## src/rtl/core/cvs_pkg.sv

```systemverilog
// ----------------------------------------------------------------------------
// cvs_pkg
// Types, constants and helpers shared by the convolution core.
// ----------------------------------------------------------------------------
`default_nettype none
package cvs_pkg;
    localparam int MAX_ROWS_D     = 64;
    localparam int MAX_COLS_D     = 64;
    localparam int MAX_CHANNELS_D = 16;
    localparam int MAX_FILTERS_D  = 16;
    localparam int MAX_KERNEL_D   = 5;

    localparam logic [1:0] OP_LOAD_IN   = 2'd0;
    localparam logic [1:0] OP_LOAD_W    = 2'd1;
    localparam logic [1:0] OP_LOAD_BIAS = 2'd2;
    localparam logic [1:0] OP_COMPUTE   = 2'd3;

    localparam logic [1:0] ST_OK    = 2'd0;
    localparam logic [1:0] ST_SAT   = 2'd1;
    localparam logic [1:0] ST_RANGE = 2'd2;

    localparam logic [2:0] REG_CHANNELS = 3'd0;
    localparam logic [2:0] REG_KROWS    = 3'd1;
    localparam logic [2:0] REG_KCOLS    = 3'd2;
    localparam logic [2:0] REG_RSTEP    = 3'd3;
    localparam logic [2:0] REG_CSTEP    = 3'd4;

    typedef struct packed {
        logic [1:0]  op;
        logic [5:0]  row;
        logic [5:0]  col;
        logic [3:0]  chan;
        logic [3:0]  filt;
        logic [15:0] value;
    } item_t;

    typedef struct packed {
        logic [31:0] result_value;
        logic [1:0]  status;
    } result_t;

    typedef struct packed {
        logic [4:0] channels_in_use;
        logic [2:0] kernel_rows;
        logic [2:0] kernel_cols;
        logic [2:0] row_step;
        logic [2:0] col_step;
    } cfg_t;
endpackage
`default_nettype wire

```

## src/rtl/core/cvs_if.sv

```systemverilog
// ----------------------------------------------------------------------------
// cvs_if
// Valid/ready channel interfaces for items, results and configuration.
// ----------------------------------------------------------------------------
`default_nettype none
interface cvs_item_if;
    logic           valid;
    logic           ready;
    cvs_pkg::item_t data;
    modport source (output valid, output data, input ready);
    modport sink   (input valid, input data, output ready);
endinterface

`default_nettype wire

```

## src/rtl/core/cvs_front.sv

```systemverilog
// ----------------------------------------------------------------------------
// cvs_front
// Accepts items into a two-entry queue and hands them to the back end.
// ----------------------------------------------------------------------------
`default_nettype none
module cvs_front (
    input  wire logic           clk,
    input  wire logic           rst_n,
    cvs_item_if.sink            in_ch,
    output cvs_pkg::item_t      q_item,
    output logic                q_valid,
    input  wire logic           q_pop,
    output logic                busy
);
    cvs_pkg::item_t mem_reg [2];
    logic       wp_reg, rp_reg;
    logic [1:0] cnt_reg;
    logic       push;

    assign in_ch.ready = (cnt_reg != 2'd2);
    assign push        = in_ch.valid && in_ch.ready;
    assign q_valid     = (cnt_reg != 2'd0);
    assign q_item      = mem_reg[rp_reg];
    assign busy        = q_valid;

    always_ff @(posedge clk)
    begin
        if (push)
        begin
            mem_reg[wp_reg] <= in_ch.data;
        end
    end

    always_ff @(posedge clk or negedge rst_n)
    begin
        if (!rst_n)
        begin
            wp_reg  <= 1'b0;
            rp_reg  <= 1'b0;
            cnt_reg <= 2'd0;
        end
        else
        begin
            if (push)
            begin
                wp_reg <= ~wp_reg;
            end
            if (q_pop)
            begin
                rp_reg <= ~rp_reg;
            end
            cnt_reg <= cnt_reg + {1'b0, push} - {1'b0, q_pop};
        end
    end
endmodule
`default_nettype wire

```

## src/flat_wrapper.sv

```systemverilog
// flat-port wrapper written by rule: the top's interface ports become plain ports
module cvs_front_flat 
  (clk, rst_n, q_item, q_valid, q_pop, busy, in_ch_valid, in_ch_data, in_ch_ready);
  cvs_item_if in_ch_i ();
  input  wire logic clk;
  input  wire logic rst_n;
  output cvs_pkg::item_t q_item;
  output logic q_valid;
  input  wire logic q_pop;
  output logic busy;
  input wire logic [$bits(in_ch_i.valid)-1:0] in_ch_valid;
  input wire logic [$bits(in_ch_i.data)-1:0] in_ch_data;
  output wire logic [$bits(in_ch_i.ready)-1:0] in_ch_ready;
  assign in_ch_i.valid = in_ch_valid;
  assign in_ch_i.data = in_ch_data;
  assign in_ch_ready = in_ch_i.ready;
  cvs_front u_core (.clk(clk), .rst_n(rst_n), .in_ch(in_ch_i), .q_item(q_item), .q_valid(q_valid), .q_pop(q_pop), .busy(busy));
endmodule
```

## config.mk

```make
export PLATFORM = sky130hd
export DESIGN_NAME = cvs_front_flat
export DESIGN_NICKNAME = d
export VERILOG_FILES = /design/src/rtl/core/cvs_pkg.sv /design/src/rtl/core/cvs_if.sv /design/src/rtl/core/cvs_front.sv /design/src/flat_wrapper.sv
export SDC_FILE = /design/constraint.sdc
export NUM_CORES = 1
export LEC_CHECK = 0
export BUFFER_PORTS_ARGS = -buffer_cell sky130_fd_sc_hd__clkbuf_2
export CORE_ASPECT_RATIO = 0.9
export CORE_MARGIN = 3
export CORE_UTILIZATION = 35
export DETAILED_ROUTE_END_ITERATION = 12
export GPL_TIMING_DRIVEN = 0
export PLACE_DENSITY = 0.58
export RECOVER_POWER = 100
export SETUP_SLACK_MARGIN = 0.4
export SLEW_MARGIN = 20
export SYNTH_ARGS = -nofsm -noshare
export SYNTH_HDL_FRONTEND = slang
export SYNTH_SLANG_ARGS = --single-unit
```

## constraint.sdc

```tcl
create_clock -name clk -period 3.19 [get_ports clk]
set_clock_uncertainty 0.1 [all_clocks]
set_input_delay 0.319 -clock clk [delete_from_list [all_inputs] [get_ports clk]]
set_output_delay 0.319 -clock clk [all_outputs]
set_load 0.02 [all_outputs]
```

**Word level (Yosys, flattened, before mapping)**

Memory sizes are Yosys's and may differ from the RTL's.
Cells that the tools add are included.

- Add/sub/neg operators: 2
- Bitwise logic cells: 2
- Muxes and demuxes: 2
- Equal/unequal tests: 1
- Reduce and logical (&&, ||, !) cells: 2

Operator list:

| cell | count |
|---|---|
| 2-bit by 1-bit adder with 2-bit output | 1 |
| 1-bit two-way mux | 2 |
| 2-bit inequality test (second input constant) | 1 |
| 1-bit inverter | 2 |
| 2-bit nonzero test | 1 |
| 2-bit by 1-bit subtractor with 2-bit output | 1 |
| 1-bit logical AND | 1 |

- Logic and storage cells: 13
- Input bits: 42
- RAM bits: 76
- Bits in registers: 4
- Memories: 1

Memory list:

| memory | words | width | rd ports | clocked after Yosys merged registers in | write ports | line | RTL |
|---|---|---|---|---|---|---|---|
| u_core.mem_reg | 2 | 38 | 1 | 0 | 1 | cvs_front.sv:15 | `cvs_pkg::item_t mem_reg [2];` |

**Depth between registers and ports, before layout**

- Depth in word-level cells: 4
- Mapped depth: 5
- Depth with buffers taken out: 5

**Worst setup path before layout**

No wires, ideal clock.

- Path type: register to register
- Start point: register u_core.cnt_reg[0]
- End point: memory u_core.mem_reg[0][0] (netlist bit) (enable)
- Setup time: 0.433 ns
- Cell stages (with the launch flop): 4
- Data required time: 2.657 ns
- Setup slack: 0.278 ns
- Arrival: 2.378 ns
- Buffers on the path: 0
- Cell sequence: dfrtp_1 > nand2b_1 > nand2_1 > nor2_1

- Word-level cells in the longest chain between the ends: 4

Ends and longest elaborated chain:

| item | line | RTL |
|---|---|---|
| start: declaration | cvs_front.sv:17 | `logic [1:0] cnt_reg;` |
| start signal: assignment | cvs_front.sv:52 | `cnt_reg <= cnt_reg + {1'b0, push} - {1'b0, q_pop};` |
| 2-bit inequality test | cvs_front.sv:20 | `assign in_ch.ready = (cnt_reg != 2'd2);` |
| via in_ch_ready | flat_wrapper.sv:13 | `output wire logic [$bits(in_ch_i.ready)-1:0] in_ch_ready;` |
| 1-bit logical AND | cvs_front.sv:21 | `assign push = in_ch.valid && in_ch.ready;` |
| 1-bit two-way mux | cvs_front.sv:28 | `if (push)` |
| 1-bit two-way mux (not written as such) | cvs_front.sv:30 | `mem_reg[wp_reg] <= in_ch.data;` |
| end: declaration | cvs_front.sv:15 |  |

The timed path passes the listed nets, and every way through them passes these cells.

==> reports/qor.yml <==
timing:
  setup_violations: 0
  period_minus_slack_ps: 2420
  rsz0062_at_grt: "no"
  tns_ps: 0
  finalCritPeriodShare_pct: 75.9
  slew_headroom_pct: 32.5
  slew_violations: 0
  final-hold-violation-count: 0
  layout_setup_ws_ps: 770
  max_freq_mhz: 413
  tightestPinTransition_ps: 1010
drt:
  wirelength_um: 5040
  via_per_inst: 4.31
  num_vias: 1520
  ant_nets: 0
  drc: 0
  drt_pass1_iterations: 4
  drt_iter0_drc: 24
  wl_per_cell_um: 14.3
logic_synthesis:
  synthTopCellsByArea: "edfxtp_1, mux2_2, mux2_4, dfrtp_1, buf_4"
  ys_ff_latch: 80
  synth_area_leader_cell: "edfxtp_1"
  synthDistinctLibCells: 18
  yosys_warnings: 0
  syn-mean-instance-area_um2: 21.9
  synth-compound-area-share_pct: 0
  yosysSeqAreaShare_pct: 79.6
  synth_xor_area_share_pct: 1.17
  synth_top_family_by_area: "multiplexers"
  synthAdderAreaFrac_pct: 0.418
  synth.cell_area_mm2: 0.00299
  synth_top_area_share_pct: 76.2
  synthCells: 137
  yosys.area_share.simple_pct: 1.21
  synth_mux_area_share_pct: 15.9
  syn-num-nets: 180
placement:
  dp.final_hpwl_um: 3510
  port_buffers: 82
  gp_congestion: 0.633
  post-place-ws_ps: 1300
  dp.cells: 336
layout:
  final_cells: 353
  fillers: 767
  register_area_mm2: 0.00238
  antenna_cells: 0
  largest_reg_flops: 76
  final_common_cell: "edfxtp_1"
  multi_input_area_um2: 567
  synthToLayoutAreaGrowth_pct: 24.9
  drive_gt1_share_pct: 30.7
  mostFrequentLayoutCells: "edfxtp_1, clkbuf_1, mux2_2, clkbuf_2, mux2_4"
  fin_nets: 276
worst_hold_path:
  hold_path_end: "u_core.mem_reg[1][21]"
  worstHoldStart: "in_ch_data[21]"
  hold_path.class: "input pin to flip-flop"
  min_path_cells: 1
worst_setup_path:
  worst_setup_path_end_kind: "output pin"
  timing.rr.end: "u_core.mem_reg[1][20]"
  ff2ff_setup_slack_ps: 1150
  crit_path_max_fanout: 10
  crit_type: "flip-flop to output pin"
  arrival_ps: 2000
  start_kind: "flip-flop"
  rr_worst_depth: 3
  rr_startpoint: "u_core.cnt_reg[0]"
  worstPathRequired_ps: 2770
floorplanning:
  fp.dieW_um: 103
  io_pins: 83
  start_util_pct: 36.6
  die_area_mm2: 0.00970
  die_y_um: 93.7
  rows: 31
  core_area_mm2: 0.00818
global_routing:
  first_global_vias: 1571
  track_usage_pct: 10.6
  grt_pass1_wl_um: 7600
  grt_max_degree: 21
  grt-ovfl-total: 0
  antenna_found_initial: 0
cts:
  h-tree-depth: 3
  clockBufferDepth: 2
  cts_made_buffers: 9
  clock_sinks: 80
  clock_latency_ps: 340
  cts_tree: "built"
  post_cts_buffers: 0
  clkSlewWorstSetupHoldPaths_ps: 80
  root_buffer: "clkbuf_8"
pwr:
  switching_share_pct: 33.1
  ir_drop_mv: 0.513
  power.share.combinational_pct: 35.2
  p_seq_share_pct: 42.4
  intPower_uw: 2360
  switching_power_uw: 1170
  power.total_uw: 3540
  power-per-cell-area_mw_per_mm2: 945
  leakage_uw: 0.00128
  clkPwrFrac_pct: 22.4
outcome:
  outcome: "complete, no violations"
flow_run:
  maxCapViolCount: 0
-- power by group through the flow --
| stage | clock, uW | combinational [uW] | sequential (uW) |
|---|---|---|---|
| global placement | 0 | 1290 | 1530 |
| floorplan | 0 | 923 | 1510 |
| detailed placement | 0 | 1350 | 1530 |
| CTS | 822 | 1360 | 1500 |
| global route | 872 | 1340 | 1530 |
| finish | 793 | 1240 | 1500 |
-- cell type report --
class,count,share of cell area [%]
plain buffers,5,0.903
repair buffers,85,10.5
well taps,115,3.85
multi-input cells,51,15.2
inverters,1,0.100
clock buffers,9,3.31
flip-flops and latches,80,63.7
clock inverters,7,2.54
-- logic make-up after synthesis --
group,Yosys count
xor gates and xnor gates,4
adders and majority gates,1
buffers and inverters,6
DFF,80
muxes,39
and+or+nand+nor,7
-- per-layer routing --
layer | up-vias | routed length, um | global-route usage [%] | share of wire (%)
li1 | 728 | - | - | -
met3 | 9 | 449 | 4.90 | 8.9
met2 | 63 | 2270 | 15.9 | 45
met4 | 0 | 62 | 3.88 | 1.2
met5 | - | 0 | 0 | 0
met1 | 720 | 2260 | 13.3 | 45
-- stage by stage --
| step | instance area (um^2) | hold WS [ps] | utilization, % |
|---|---|---|---|
| finish | 3740 | 65.6 | 45.7 |
| global route | 3740 | 36.7 | 45.7 |
| CTS | 3840 | 40.8 | 46.9 |
| detailed placement | 3610 | 37.7 | 44.1 |
| global placement | 3550 | 41.3 | 43.4 |
| floorplan | 3000 | -76.6 | - |
-- critical path: stages (launching register included) --
cell	delay, ps
dfrtp_1	370
clkbuf_1	560
buf_8	250
mux2_4	310
clkbuf_1	170
-- worst max-delay path by stage --
| stage | start | end | slack [ps] |
|---|---|---|---|
| floorplan | u_core.cnt_reg[0] | u_core.mem_reg[0][0] | 900 |
| global placement | u_core.cnt_reg[0] | u_core.mem_reg[0][24] | 390 |
| detailed placement | u_core.cnt_reg[0] | u_core.mem_reg[0][27] | 1300 |
| CTS | u_core.rp_reg | q_item[19] | 1170 |
| global route | u_core.rp_reg | q_item[19] | 610 |
| finish | u_core.rp_reg | q_item[21] | 770 |
-- synth_stat cells, drive strengths merged --
| cell | n |
|---|---|
| and3 | 1 |
| buf | 5 |
| dfrtp | 4 |
| edfxtp | 76 |
| ha | 1 |
| inv | 1 |
| mux2 | 38 |
| mux2i | 1 |
| nand2 | 2 |
| nand2b | 1 |
| nor2 | 1 |
| nor2b | 1 |
| or2 | 1 |
| xnor2 | 2 |
| xor2 | 2 |
-- timing repair --
action	4_1_cts	5_1_grt
resized for setup	0	0
hold buffers	1	0
endpoints found under the hold margin	4	0
Power figures use the tool's default switching activity.
